[config.mk]
export PLATFORM = sky130hd
export DESIGN_NAME = ring_capture_unwrap_sender_unit
export DESIGN_NICKNAME = d
export VERILOG_FILES = /design/src/design/rcus_pkg.sv /design/src/design/ring_capture_unwrap_sender_unit.sv
export SDC_FILE = /design/constraint.sdc
export NUM_CORES = 1
export LEC_CHECK = 0
export ABC_AREA = 0
export BUFFER_PORTS_ARGS = -buffer_cell sky130_fd_sc_hd__buf_2
export CAP_MARGIN = 20
export CORE_AREA = 2 2 232 292
export CTS_CLUSTER_SIZE = 20
export DETAILED_ROUTE_END_ITERATION = 8
export DIE_AREA = 0 0 234 294
export PLACE_DENSITY_LB_ADDON = 0.12
export SLEW_MARGIN = 20
export SYNTH_ARGS = -nofsm -noshare
export SYNTH_HDL_FRONTEND = slang
export SYNTH_SLANG_ARGS = --single-unit
[constraint.sdc]
create_clock -name clk -period 7.8 [get_ports clk]
set_input_delay 0.78 -clock clk [delete_from_list [all_inputs] [get_ports clk]]
set_output_delay 0.78 -clock clk [all_outputs]
set_load 0.01 [all_outputs]
[src/design/rcus_pkg.sv]
// Package: constants, codes and types for the ring capture read-out sequencer.
`default_nettype none

package rcus_pkg;

    // Buffer geometry
    localparam int unsigned BUFFER_BYTES = 524288;
    localparam int unsigned PTR_W        = $clog2(BUFFER_BYTES);
    localparam int unsigned LEN_W        = PTR_W + 1;
    localparam int unsigned HEADER_BYTES = 15;

    // Stream field widths
    localparam int unsigned OP_W    = 2;
    localparam int unsigned TOTAL_W = 64;
    localparam int unsigned KIND_W  = 2;
    localparam int unsigned IN_TDATA_W  = 88;
    localparam int unsigned OUT_TDATA_W = 128;

    // Configuration port
    localparam int unsigned CFG_IDX_W  = 1;
    localparam int unsigned CFG_DATA_W = 8;
    localparam logic [CFG_IDX_W-1:0] CFG_CHAN_ID       = 1'd0;
    localparam logic [CFG_IDX_W-1:0] CFG_ONEHOT_SELECT = 1'd1;

    // Saturation limit of the consumed and sent offsets
    localparam logic [LEN_W-1:0] OFS_MAX = {LEN_W{1'b1}};

    typedef enum logic [OP_W-1:0] {
        OP_START    = 2'd0,
        OP_POLL     = 2'd1,
        OP_ACK_CONS = 2'd2,
        OP_ACK_SENT = 2'd3
    } op_t;

    typedef enum logic [KIND_W-1:0] {
        PH_HEADER = 2'd0,
        PH_TAIL   = 2'd1,
        PH_HEAD   = 2'd2,
        PH_DONE   = 2'd3
    } phase_t;

    // One result transaction
    typedef struct packed {
        logic                 overflow_flag;
        logic [TOTAL_W-1:0]   total_captured;
        logic [LEN_W-1:0]     bytes_to_send;
        logic [LEN_W-1:0]     window_length;
        logic [PTR_W-1:0]     window_offset;
        phase_t               window_kind;
    } result_t;

endpackage

`default_nettype wire

[src/design/ring_capture_unwrap_sender_unit.sv]
// Top level: read-out sequencer for a circular capture buffer with output skid stage.
`default_nettype none

// Ring capture read-out sequencer.
// Input stream (s_axis_*): one transaction per command. tuser carries the op
// (start, poll, ack consumed, ack sent); tdata carries the captured byte count,
// the overflow flag and the acknowledged length.
// Output stream (m_axis_*): exactly one result transaction per accepted input,
// in order. tuser carries the window kind (header, tail, head, finished);
// tdata carries offset, length, bytes to send, latched total and overflow.
// Each command is applied to the sequencer state in the cycle it is accepted
// and its result is registered. One command per cycle is taken while
// s_axis_tready is high, set by the single register stage of the state update.
// A two-entry output stage (result register plus skid register) holds results
// while the receiver stalls; s_axis_tready drops only when both are full.
// The cfg port writes the channel number (index 0) and onehot_select (index 1)
// on any edge with cfg_we high; write only while no transaction is pending.
// Reset (rst_n low) clears the sequencer to the header phase with zero counts,
// empties the output stage and clears both configuration registers.
module ring_capture_unwrap_sender_unit (
    input  wire logic                               clk,
    input  wire logic                               rst_n,
    // cfg write port
    input  wire logic                               cfg_we,
    input  wire logic [rcus_pkg::CFG_IDX_W-1:0]     cfg_index,
    input  wire logic [rcus_pkg::CFG_DATA_W-1:0]    cfg_data,
    // input stream
    input  wire logic                               s_axis_tvalid,
    output logic                                    s_axis_tready,
    // tdata: captured_bytes[63:0], overflow_seen[64], ack_length[84:65], zero pad
    input  wire logic [rcus_pkg::IN_TDATA_W-1:0]    s_axis_tdata,
    // tuser: op[1:0]
    input  wire logic [rcus_pkg::OP_W-1:0]          s_axis_tuser,
    // output stream
    output logic                                    m_axis_tvalid,
    input  wire logic                               m_axis_tready,
    // tdata: window_offset[18:0], window_length[38:19], bytes_to_send[58:39],
    //        total_captured[122:59], overflow_flag[123], zero pad
    output logic [rcus_pkg::OUT_TDATA_W-1:0]        m_axis_tdata,
    // tuser: window_kind[1:0]
    output logic [rcus_pkg::KIND_W-1:0]             m_axis_tuser
);
    import rcus_pkg::*;

    localparam int unsigned RES_DATA_W = $bits(result_t) - KIND_W;

    // Config registers
    logic [CFG_DATA_W-1:0] chan_id_reg;
    logic                  onehot_select_reg;

    // Sequencer state
    phase_t             phase_reg, phase_next;
    logic [PTR_W-1:0]   write_pointer_reg, write_pointer_next;
    logic               wrapped_reg, wrapped_next;
    logic [LEN_W-1:0]   consumed_reg, consumed_next;
    logic [LEN_W-1:0]   sent_reg, sent_next;
    logic [TOTAL_W-1:0] total_reg, total_next;
    logic [LEN_W-1:0]   send_count_reg, send_count_next;
    logic               overflow_reg, overflow_next;

    // Output stage
    result_t out_reg, skid_reg, result_next;
    logic    out_valid_reg, skid_valid_reg;

    // Input field unpacking
    op_t                in_op;
    logic [TOTAL_W-1:0] in_captured;
    logic               in_overflow;
    logic [LEN_W-1:0]   in_ack_len;

    logic in_fire, out_fire;

    // Arithmetic helpers
    logic [LEN_W:0]   cons_sum, sent_sum;
    logic [LEN_W-1:0] cons_sat, sent_sat;
    logic [LEN_W:0]   tail_pos;

    assign in_op       = op_t'(s_axis_tuser);
    assign in_captured = s_axis_tdata[TOTAL_W-1:0];
    assign in_overflow = s_axis_tdata[TOTAL_W];
    assign in_ack_len  = s_axis_tdata[TOTAL_W+LEN_W:TOTAL_W+1];

    assign s_axis_tready = ~skid_valid_reg;
    assign in_fire       = s_axis_tvalid & s_axis_tready;
    assign out_fire      = out_valid_reg & m_axis_tready;

    // Saturating offset adds
    assign cons_sum = {1'b0, consumed_reg} + {1'b0, in_ack_len};
    assign sent_sum = {1'b0, sent_reg} + {1'b0, in_ack_len};
    assign cons_sat = cons_sum[LEN_W] ? OFS_MAX : cons_sum[LEN_W-1:0];
    assign sent_sat = sent_sum[LEN_W] ? OFS_MAX : sent_sum[LEN_W-1:0];

    // Next-state logic
    always_comb
    begin
        phase_next         = phase_reg;
        write_pointer_next = write_pointer_reg;
        wrapped_next       = wrapped_reg;
        consumed_next      = consumed_reg;
        sent_next          = sent_reg;
        total_next         = total_reg;
        send_count_next    = send_count_reg;
        overflow_next      = overflow_reg;
        unique case (in_op)
            OP_START:
            begin
                total_next         = in_captured;
                write_pointer_next = in_captured[PTR_W-1:0];
                wrapped_next       = |in_captured[TOTAL_W-1:PTR_W];
                send_count_next    = wrapped_next ? LEN_W'(BUFFER_BYTES)
                                                  : in_captured[LEN_W-1:0];
                overflow_next      = in_overflow;
                consumed_next      = '0;
                sent_next          = '0;
                phase_next         = PH_HEADER;
            end
            OP_POLL:
            begin
            end
            OP_ACK_CONS:
            begin
                consumed_next = cons_sat;
            end
            OP_ACK_SENT:
            begin
                sent_next = sent_sat;
                unique case (phase_reg)
                    PH_HEADER:
                    begin
                        if (sent_sat >= LEN_W'(HEADER_BYTES))
                        begin
                            consumed_next = '0;
                            sent_next     = '0;
                            priority if (wrapped_reg)
                                phase_next = PH_TAIL;
                            else if (write_pointer_reg != '0)
                                phase_next = PH_HEAD;
                            else
                                phase_next = PH_DONE;
                        end
                    end
                    PH_TAIL:
                    begin
                        // ends on consumed bytes reaching the buffer end
                        if (({2'b00, write_pointer_reg} + {1'b0, consumed_reg})
                            >= (LEN_W+1)'(BUFFER_BYTES))
                        begin
                            consumed_next = '0;
                            sent_next     = '0;
                            phase_next    = PH_HEAD;
                        end
                    end
                    PH_HEAD:
                    begin
                        if (sent_sat >= {1'b0, write_pointer_reg})
                            phase_next = PH_DONE;
                    end
                    PH_DONE:
                    begin
                    end
                    default:
                    begin
                    end
                endcase
            end
            default:
            begin
            end
        endcase
    end

    assign tail_pos = {2'b00, write_pointer_next} + {1'b0, consumed_next};

    // Result logic: window as it stands after the command
    always_comb
    begin
        result_next.window_kind    = phase_next;
        result_next.window_offset  = '0;
        result_next.window_length  = '0;
        result_next.bytes_to_send  = send_count_next;
        result_next.total_captured = total_next;
        result_next.overflow_flag  = overflow_next;
        unique case (phase_next)
            PH_HEADER:
            begin
                result_next.window_offset = consumed_next[PTR_W-1:0];
                if (consumed_next < LEN_W'(HEADER_BYTES))
                    result_next.window_length = LEN_W'(HEADER_BYTES) - consumed_next;
            end
            PH_TAIL:
            begin
                result_next.window_offset = tail_pos[PTR_W-1:0];
                if (tail_pos < (LEN_W+1)'(BUFFER_BYTES))
                    result_next.window_length = LEN_W'((LEN_W+1)'(BUFFER_BYTES) - tail_pos);
            end
            PH_HEAD:
            begin
                result_next.window_offset = consumed_next[PTR_W-1:0];
                if ({1'b0, write_pointer_next} > consumed_next)
                    result_next.window_length = {1'b0, write_pointer_next} - consumed_next;
            end
            PH_DONE:
            begin
            end
            default:
            begin
            end
        endcase
    end

    // Config registers
    always_ff @(posedge clk or negedge rst_n)
    begin
        if (!rst_n)
        begin
            chan_id_reg       <= '0;
            onehot_select_reg <= 1'b0;
        end
        else if (cfg_we)
        begin
            unique case (cfg_index)
                CFG_CHAN_ID:       chan_id_reg       <= cfg_data;
                CFG_ONEHOT_SELECT: onehot_select_reg <= cfg_data[0];
                default:
                begin
                end
            endcase
        end
    end

    // Sequencer state registers
    always_ff @(posedge clk or negedge rst_n)
    begin
        if (!rst_n)
        begin
            phase_reg         <= PH_HEADER;
            write_pointer_reg <= '0;
            wrapped_reg       <= 1'b0;
            consumed_reg      <= '0;
            sent_reg          <= '0;
            total_reg         <= '0;
            send_count_reg    <= '0;
            overflow_reg      <= 1'b0;
        end
        else if (in_fire)
        begin
            phase_reg         <= phase_next;
            write_pointer_reg <= write_pointer_next;
            wrapped_reg       <= wrapped_next;
            consumed_reg      <= consumed_next;
            sent_reg          <= sent_next;
            total_reg         <= total_next;
            send_count_reg    <= send_count_next;
            overflow_reg      <= overflow_next;
        end
    end

    // Output stage control: result register backed by one skid entry
    always_ff @(posedge clk or negedge rst_n)
    begin
        if (!rst_n)
        begin
            out_valid_reg  <= 1'b0;
            skid_valid_reg <= 1'b0;
        end
        else
        begin
            priority if (skid_valid_reg)
            begin
                if (out_fire)
                    skid_valid_reg <= 1'b0;
            end
            else if (in_fire)
            begin
                out_valid_reg <= 1'b1;
                if (out_valid_reg && !m_axis_tready)
                    skid_valid_reg <= 1'b1;
            end
            else if (out_fire)
            begin
                out_valid_reg <= 1'b0;
            end
        end
    end

    // Output stage payload
    always_ff @(posedge clk)
    begin
        if (skid_valid_reg)
        begin
            if (out_fire)
                out_reg <= skid_reg;
        end
        else if (in_fire)
        begin
            if (!out_valid_reg || m_axis_tready)
                out_reg <= result_next;
            else
                skid_reg <= result_next;
        end
    end

    assign m_axis_tvalid = out_valid_reg;
    assign m_axis_tuser  = out_reg.window_kind;
    assign m_axis_tdata  = {{(OUT_TDATA_W - RES_DATA_W){1'b0}},
                            out_reg[$bits(result_t)-1:KIND_W]};

    // Assertions
    a_skid_needs_out: assert property (@(posedge clk) disable iff (!rst_n)
        skid_valid_reg |-> out_valid_reg)
        else $error("skid entry held while result register empty");

    a_stall_holds: assert property (@(posedge clk) disable iff (!rst_n)
        (out_valid_reg && !m_axis_tready) |=> out_valid_reg)
        else $error("stalled result dropped");

    a_start_to_header: assert property (@(posedge clk) disable iff (!rst_n)
        (in_fire && in_op == OP_START) |=> (phase_reg == PH_HEADER
            && consumed_reg == '0 && sent_reg == '0))
        else $error("start did not restart in header phase");

    a_send_count_range: assert property (@(posedge clk) disable iff (!rst_n)
        send_count_reg <= LEN_W'(BUFFER_BYTES))
        else $error("send count beyond buffer size");

    a_cfg_kept: assert property (@(posedge clk) disable iff (!rst_n)
        !cfg_we |=> ($stable(chan_id_reg) && $stable(onehot_select_reg)))
        else $error("config register changed without a write");

endmodule

`default_nettype wire

Word-level counts from Yosys, hierarchy flattened
Index checks and enable logic that the tools add are counted.

Logic and storage cells: 100. Register bits after elaboration: 401. Bits in read-only memories: 0. Bits of input ports: 104. Memories kept: 0. Bits in writable memories: 0. Latch bits: 0.

Shifts and indexed selects: 0. Multiplexer cells: 36. Reductions and logical operators: 18. Div/mod/pow operators: 0. Order comparisons: 6. Add/sub/neg operators: 7. $mul: 0. Bitwise gates (word level): 4. Eq/ne operators: 7.

Operators with widths (count): $mux 126 (4); $mux 20 (11); $pmux 20 s2 (3); $pmux 39 s3 (1); $mux 64 (1); $pmux 20 s3 (1); $reduce_or 45->1 (1); $add 19x20->21 (2); $add 20x20->21 (2); $ge 21x20->1 const B (1); $lt 21x20->1 const B (1); $ge 20x19->1 (1); $ge 20x4->1 const B (1); $gt 19x20->1 (1); $lt 20x4->1 const B (1); $sub 19x20->20 (1); $sub 20x20->20 const A (1); $sub 4x20->20 const A (1); $mux 19 (1); $reduce_bool 19->1 (1); $eq 2x2->1 const B (4); $mux 1 (8); $mux 2 (4); $reduce_bool 2->1 (4); 12 further kinds (21).

Logic depth before layout (Yosys ltp)
Gate-level depths: netlist (run 1).

Depth after elaboration: 13. Depth in mapped cells: 30. Gate-level depth less buffers: 27.

Worst setup path after synthesis (run 1)
No wires, ideal clock.

Kind: input to register. Start point: input s_axis_tdata[65] (netlist bit). End point: register out_reg, in the netlist m_axis_tdata[36] (data pin). Stages: 28. Arrival time: 7.725 ns. Setup slack: -0.187 ns. Data required time: 7.538 ns. Library setup time: 0.262 ns. Buffers on the path: 1. Cell sequence: ha_1 > fa_1 > a211oi_2 > o31ai_2 > o31ai_2 > xor2_1 > or4b_1 > or4_4 > o31a_1 > o21ai_1 > buf_2 > a21oi_1 > inv_1 > ha_1 > inv_1 > fa_1 > nor2b_1 > o31a_1 > o21a_1 > o21ai_0 > nor4b_1 > a2111oi_0 > and4b_1 > nand2_1 > nor4_1 > xor2_1 > o221ai_2 > mux2_1.

RTL lines: from (decl) (line ring_capture_unwrap_sender_unit.sv:31) `input wire logic [rcus_pkg::IN_TDATA_W-1:0] s_axis_tdata,`; to (signal assigned) (line ring_capture_unwrap_sender_unit.sv:292) `out_reg <= skid_reg;`; to (signal assigned) (line ring_capture_unwrap_sender_unit.sv:297) `out_reg <= result_next;`; to (decl) (line ring_capture_unwrap_sender_unit.sv:62) `result_t out_reg, skid_reg, result_next;`.

==> metrics.csv, run 1 <==
metric,value,unit
type of the tightest min-delay check,in2async,
Initial Util,34.6,%
Max-Cap Viols,0,
Top-Level Pins,236,
sw power,4.87,mW
antenna-violating nets left,0,
"Slew Viols, Final",0,
CTS root buf,clkbuf_16,
dpl ws,-220,ps
DRC Markers,0,
most frequent cell after synthesis,nand2_1,
Layout Nets,2739,
Layout Cell Area excl Fill,27300,um^2
Final setup viols,0,
Die Width,234,um
initial antenna violation count,2,
Synth Area in Compound Gates,15.3,%
IO buf count,218,
Sw Ratio,41.7,%
final worst path period share,96.1,%
Final HPWL DP,56400,um
post-synthesis mux area share,8.37,%
Syn Area/Cell,10.4,um^2
CTS sink cnt,401,
pin count of the biggest net entering global routing,75,
# H-tree levels,2,
top-area cell type share of the netlist area,33.0,%
WL final,75000,um
CP required,8250,ps
synth unique cells,93,
worst clock skew,34.3,ps
first-pass GRT wire length,113000,um
combinational power share,49.6,%
TritonCTS clock tree,yes,
chip height,294,um
main combinational cell family by area after synthesis,compound AO/OA/AOI/OAI gates,
"area leader, netlist",edfxtp_1,
reg-to-reg endpoint,m_axis_tdata[33],
minimum clock period,7490,ps
sequential power share,31.9,%
actual slew at the worst max-slew pin,1070,ps
RSZ-0062 raised after global routing,false,
Clock transition at path regs,60,ps
die area,68800,um^2
Post-Syn Area,22900,um^2
"top cells by area, synth","edfxtp_1 33%, dfrtp_1 16%, mux2_2 8.1%, ha_1 6.8%, nand2_1 4.9%",
Synth Area in XOR/XNOR,2.75,%
Static Leak,11.6,nW
status,finished clean,
maximum vdd drop,0.205,mV
routability cong.,0.891,
Syn Inst Count,2202,
CP startpoint kind,register,
CTS Hold Buffers Added,0,
adder-cell share of the synthesized area,7.20,%
cell-internal power,6.80,mW
Crit. Startpoint,sent_reg[0],
total grt overflow,0,
Max Clock Freq,133,MHz
Main synth FF type,edfxtp_1,
Slew HR,28.1,%
num rows,106,
core region area,66200,um^2
vias in the first global route,18100,
worst r2r src,sent_reg[0],
critical path class,reg2reg,
mean number of vias per cell,5.33,
First-pass DRT Iterations,8,
Max Root-Sink Buffers,3,
Via Count,18200,
Worst Slack Setup Final,308,ps
top post-synthesis cells by count,"301 x nand2_1, 252 x edfxtp_1, 218 x o21ai_0, 164 x mux2_2, 149 x dfrtp_1",
TritonCTS Buffers,46,
GRT Overall Usage,21.6,%
ys async rst share,37.2,%
power share of the clock group,18.5,%
hold slack,78.1,ps
r2r setup slk,310,ps
Detailed Route Iter0 Violations,1101,
Routed wire per std cell,22.0,um
layout cell share with drive strength beyond 1,25.1,%
synthesis-to-layout area growth,19.1,%
number of flops mapped to enable cells by yosys,252,
sequential share of the synthesized area,49.3,%
Worst Path Max Fanout,6,
Final Hold Violating Endpoints,0,
max FFs per register,126,
PwrDens,427,nW/um^2
"Arr. time, crit path",7950,ps
placed instance area,25800,um^2
simple-gate share of the synthesized area,13.2,%
clk_lat worst skew,600,ps
post-synthesis register bit count,401,
Critical Path End Type,register,
FILL cells,6549,
YS warnings,0,
number of post-CTS setup repair buffers,0,
reg2reg path depth,27,
metal layers:
metal | global-route usage [%] | vias to the layer above | part of all wire, %
li1 | - | 8644 | -
met1 | 28.0 | 8975 | 44
met2 | 36.8 | 462 | 48
met3 | 2.65 | 107 | 4.4
met4 | 7.76 | 0 | 3.7
met5 | 0 | - | 0
layout by cell type (no fill, tap or decap), types with 8 or more instances in the layout:
cell type  netlist  layout
nand2_1        301     300
o21a_1          18      18
mux2_2         164     164
and2_1          10       8
xnor2_1         34      34
o21ai_1         10      10
clkinv_2         0       8
a22oi_1          9       9
clkbuf_1        83      11
o21bai_1        12      12
dfrtp_1        149     149
nor4_1          24      23
buf_4            5     140
a21oi_1        117     117
ha_1           124     123
buf_2            3     217
clkbuf_16        0      46
or3_1           24      24
nand3_1         70      70
nor2b_1         14      14
o31ai_1         12      12
nor3_1          28      27
o21ai_0        218     217
a31oi_1         10      10
nor2_1          81      80
a21o_1          29      29
a211oi_1        16      16
nand4_1         18      18
inv_1          127     127
and3_1          11      11
xor2_1          38      38
nand2b_1        15      14
o22ai_1         10      10
edfxtp_1       252     252
stage by stage:
stage          power [mW]  std cells  TNS (ps)  util [%]
3_5_place_dp         9.55       3322     -3270      39.0
5_1_grt              12.5       3409         0      41.3
4_1_cts              11.8       3408         0      41.2
6_report             11.7       3410         0      41.3
2_1_floorplan        7.29       2205         0         -
3_3_place_gp         9.48       3322      -415      39.0
logic make-up (layout without fill, tap and decap cells):
group / count (synthesis) / in the layout
AOI/OAI and AO/OA: 553 / 553
adders and majority gates: 129 / 129
buffers and inverters: 236 / 575
xor gates and xnor gates: 72 / 72
muxes: 171 / 171
and+or+nand+nor: 639 / 639
DFF: 401 / 401
other: 1 / 6
critical path: stages (launching register included):
cell and delay [ps]:
dfrtp_1 380, ha_1 210, fa_1 420, a211oi_2 320, o31ai_2 170, o31ai_2 220, xor2_1 240, or4b_1 480
or4_4 550, o31a_1 300, o21ai_2 140, buf_4 160, a21oi_1 90, inv_1 80, ha_1 230, o21a_1 190
o31a_1 130, o21a_1 250, o2111ai_1 180, or3b_2 510, nor3_1 190, o21ai_1 140, a2111o_1 480, a2111oi_4 390
nand2_1 240, buf_4 220, o22ai_1 230, mux2_2 190
worst max path at each step:
stage | end | slack (ps) | cells past startpoint
floorplan | m_axis_tdata[29] | 40 | 29
global placement | m_axis_tdata[36] | -100 | 29
detailed placement | m_axis_tdata[33] | -220 | 28
CTS | m_axis_tdata[33] | 320 | 27
global route | m_axis_tdata[36] | 20 | 28
finish | m_axis_tdata[33] | 310 | 27
power by group through the flow:
stage / sequential [mW] / combinational, mW / clock (mW)
6_report: 3.72 / 5.79 / 2.15
4_1_cts: 3.74 / 5.82 / 2.21
5_1_grt: 3.80 / 6.39 / 2.30
3_3_place_gp: 3.76 / 5.73 / 0
2_1_floorplan: 3.80 / 3.49 / 0
3_5_place_dp: 3.77 / 5.78 / 0
repair_timing:
action                     4_1_cts  5_1_grt
setup endpoints to repair        0        7
gates resized for setup          0        2
hold endpoints to repair         0        0
final cells by class:
type	instances	area, um^2	area share (%)
Inverter	130	490	1.80
Sequential cell	401	11300	41.4
Antenna cell	2	5.00	0.0183
Clock buffer	59	1220	4.47
Clock inverter	27	262	0.958
Timing Repair Buffer	359	2170	7.94
Tap cell	864	1080	3.96
Multi-Input combinational cell	1568	10800	39.5
(Power assumes the default switching activity.)
==> inputs of run 2 (changes only) <==
--- a/config.mk
+++ b/config.mk
@@ -9,6 +9,7 @@
 export BUFFER_PORTS_ARGS = -buffer_cell sky130_fd_sc_hd__buf_2
 export CAP_MARGIN = 20
 export CORE_AREA = 2 2 232 292
+export CTS_BUF_LIST = sky130_fd_sc_hd__clkbuf_2
 export CTS_CLUSTER_SIZE = 20
 export DETAILED_ROUTE_END_ITERATION = 8
 export DIE_AREA = 0 0 234 294
==> run 2 against run 1 <==
Against the previous run:
- total power down 4.8%
- utilization increased by 0.36 points
- setup slack better by 4.1 ps
==> metrics.csv, run 2 (synthesis results as in run 1) <==
metric,value,unit,change
register area,11300,um^2,unchanged
CTS sink cnt,401,,unchanged
WL final,76000,um,+1.3%
area of the multi-input gates,10800,um^2,about the same
CP startpoint kind,register,,
number of post-CTS setup repair buffers,0,,unchanged
cell-internal power,6.26,mW,-8.0%
sw power,4.85,mW,-0.37%
Final Hold Violating Endpoints,0,,unchanged
Max Root-Sink Buffers,3,,unchanged
critical path class,reg2reg,,
r2r setup slk,310,ps,about the same
antenna-violating nets left,0,,unchanged
Via Count,18900,,+3.9%
num rows,106,,unchanged
Sw Ratio,43.7,%,+1.9 points
TritonCTS clock tree,yes,,
Die Width,234,um,unchanged
FILL cells,6619,,+1.1%
RSZ-0062 raised after global routing,true,,
maximum vdd drop,0.190,mV,-7.3%
synthesis-to-layout area growth,20.1,%,
first-pass GRT wire length,115000,um,+1.8%
Crit path max-delay family,compound AO/OA/AOI/OAI gates,,
Clock transition at path regs,110,ps,+50 ps
path length in cells of the critical path,29,,+7.4%
Static Leak,12.0,nW,+3.3%
CP required,8640,ps,+390 ps
minimum clock period,7490,ps,-4.08 ps
Routed wire per std cell,21.2,um,-3.7%
chip height,294,um,unchanged
CTS root buf,clkbuf_2,,
core region area,66200,um^2,unchanged
reg2reg path depth,29,,+7.4%
Slew HR,28.9,%,+0.78 points
layout cell share with drive strength beyond 1,27.6,%,+2.5 points
"Arr. time, crit path",8330,ps,+380 ps
Worst Path Buf+Inv,4,,+1
fin util,41.6,%,+0.36 points
Layout Nets,2867,,+4.7%
WHS Path Cells,4,,
GRT Overall Usage,22.0,%,+0.41 points
pin count of the biggest net entering global routing,75,,unchanged
sequential power share,33.4,%,+1.5 points
PwrDens,404,nW/um^2,-5.6%
total grt overflow,0,,unchanged
clk_lat worst skew,1150,ps,+550 ps
mean number of vias per cell,5.27,,-1.2%
Detailed Route Iter0 Violations,976,,-11%
routability cong.,0.891,,unchanged
Final setup viols,0,,unchanged
DRC Markers,0,,unchanged
TritonCTS Buffers,104,,+130%
most common library cell in the layout ignoring fill and taps,nand2_1,,
Critical Path End Type,register,,
max FFs per register,126,,unchanged
First-pass DRT Iterations,5,,-3
Max Clock Freq,134,MHz,about the same
hold slack,291,ps,+212 ps
vias in the first global route,19000,,+4.5%
Final HPWL DP,56400,um,unchanged
type of the tightest min-delay check,in2reg,,
# H-tree levels,3,,+1
worst clock skew,127,ps,+92.4 ps
power share of the clock group,14.1,%,-4.4 points
Top-Level Pins,236,,unchanged
Max-Cap Viols,0,,unchanged
die area,68800,um^2,unchanged
status,finished clean,,
Initial Util,34.6,%,unchanged
"Largest stage delay, worst path",550,ps,about the same
IO buf count,218,,unchanged
Worst Path Max Fanout,6,,unchanged
initial antenna violation count,2,,unchanged
"Slew Viols, Final",0,,unchanged
actual slew at the worst max-slew pin,1050,ps,-13.7 ps
Critical-path top delay cell,or4_4,,
final worst path period share,96.0,%,about the same
most frequent cells in the layout,"300 x nand2_1, 252 x edfxtp_1, 217 x o21ai_0, 217 x buf_2, 177 x clkbuf_2",,
combinational power share,52.4,%,+2.8 points
[run 2: cell types whose count changed in the layout (fill, tap and decap cells not counted), sizes merged]
| cell | previous run | this run |
|---|---|---|
| bufinv | 2 | 1 |
| dlygate4sd3 | 0 | 70 |
| clkbuf | 59 | 177 |
| clkinvlp | 5 | 0 |
| inv | 135 | 133 |
| diode | 2 | 1 |
[run 2: layer usage]
layer | GRT usage, % | part of all wire (%) | vias up
met4 | 9.63 | 4.0 | 2
li1 | - | - | 8987
met3 | 3.00 | 4.7 | 126
met1 | 28.0 | 43 | 9236
met2 | 37.1 | 48 | 555
met5 | 0 | 0.017 | -
[run 2: per-stage QoR]
stage / cells / power, mW / cell area, um^2 / setup slack [ps] / TNS [ps]
final: 3589 / 11.1 / 27500 / 312 / 0
after detailed placement: 3322 / 9.55 / 25800 / -220 / -3270
after CTS: 3588 / 11.2 / 27500 / 296 / 0
after global routing: 3589 / 12.0 / 27500 / -1.67 / -1.67
after floorplan: 2205 / 7.29 / 22900 / 37.2 / 0
after global placement: 3322 / 9.48 / 25800 / -95.2 / -415
[run 2: final cells by class]
class                      count  area share (%)
clock buffer                 177            3.22
inverter                     130            1.78
timing repair buffer         429            10.4
tap                          864            3.93
clock inverter                19           0.491
multi-input combinational   1568            39.1
sequential                   401            41.0
antenna                        1         0.00909
[run 2: repair_timing]
| item | CTS | global route |
|---|---|---|
| endpoints found under the hold margin | 242 | 0 |
| endpoints found under the setup margin | 0 | 5 |
| gates resized for setup | 0 | 1 |
| hold buffers | 70 | 0 |
[run 2: final timing paths]
| check | endpoint | from |
|---|---|---|
| setup / recovery | m_axis_tdata[35] | sent_reg[0] |
| max in group asynchronous | total_reg[22] | rst_n |
| hold / removal | phase_reg[0] | s_axis_tuser[1] |
| min in group asynchronous | total_reg[29] | rst_n |
| hold reg to reg | total_reg[40] | total_reg[40] |
| setup reg to reg | m_axis_tdata[35] | sent_reg[0] |
[run 2: power groups by stage]
| stage | registers (mW) | clock network, mW | logic [mW] |
|---|---|---|---|
| after floorplan | 3.80 | 0 | 3.49 |
| after global routing | 3.79 | 1.75 | 6.43 |
| after detailed placement | 3.77 | 0 | 5.78 |
| final | 3.71 | 1.57 | 5.83 |
| after global placement | 3.76 | 0 | 5.73 |
| after CTS | 3.73 | 1.65 | 5.85 |
[run 2: worst register-to-register path, delay by kind of cell (launching register included)]
family / cells / cell delay, ps
flops: 1 / 390
mux: 1 / 270
simple gates: 7 / 2150
xor+xnor: 2 / 400
compound gates: 11 / 2300
buf+inv: 4 / 510
fa+ha+maj: 4 / 1240
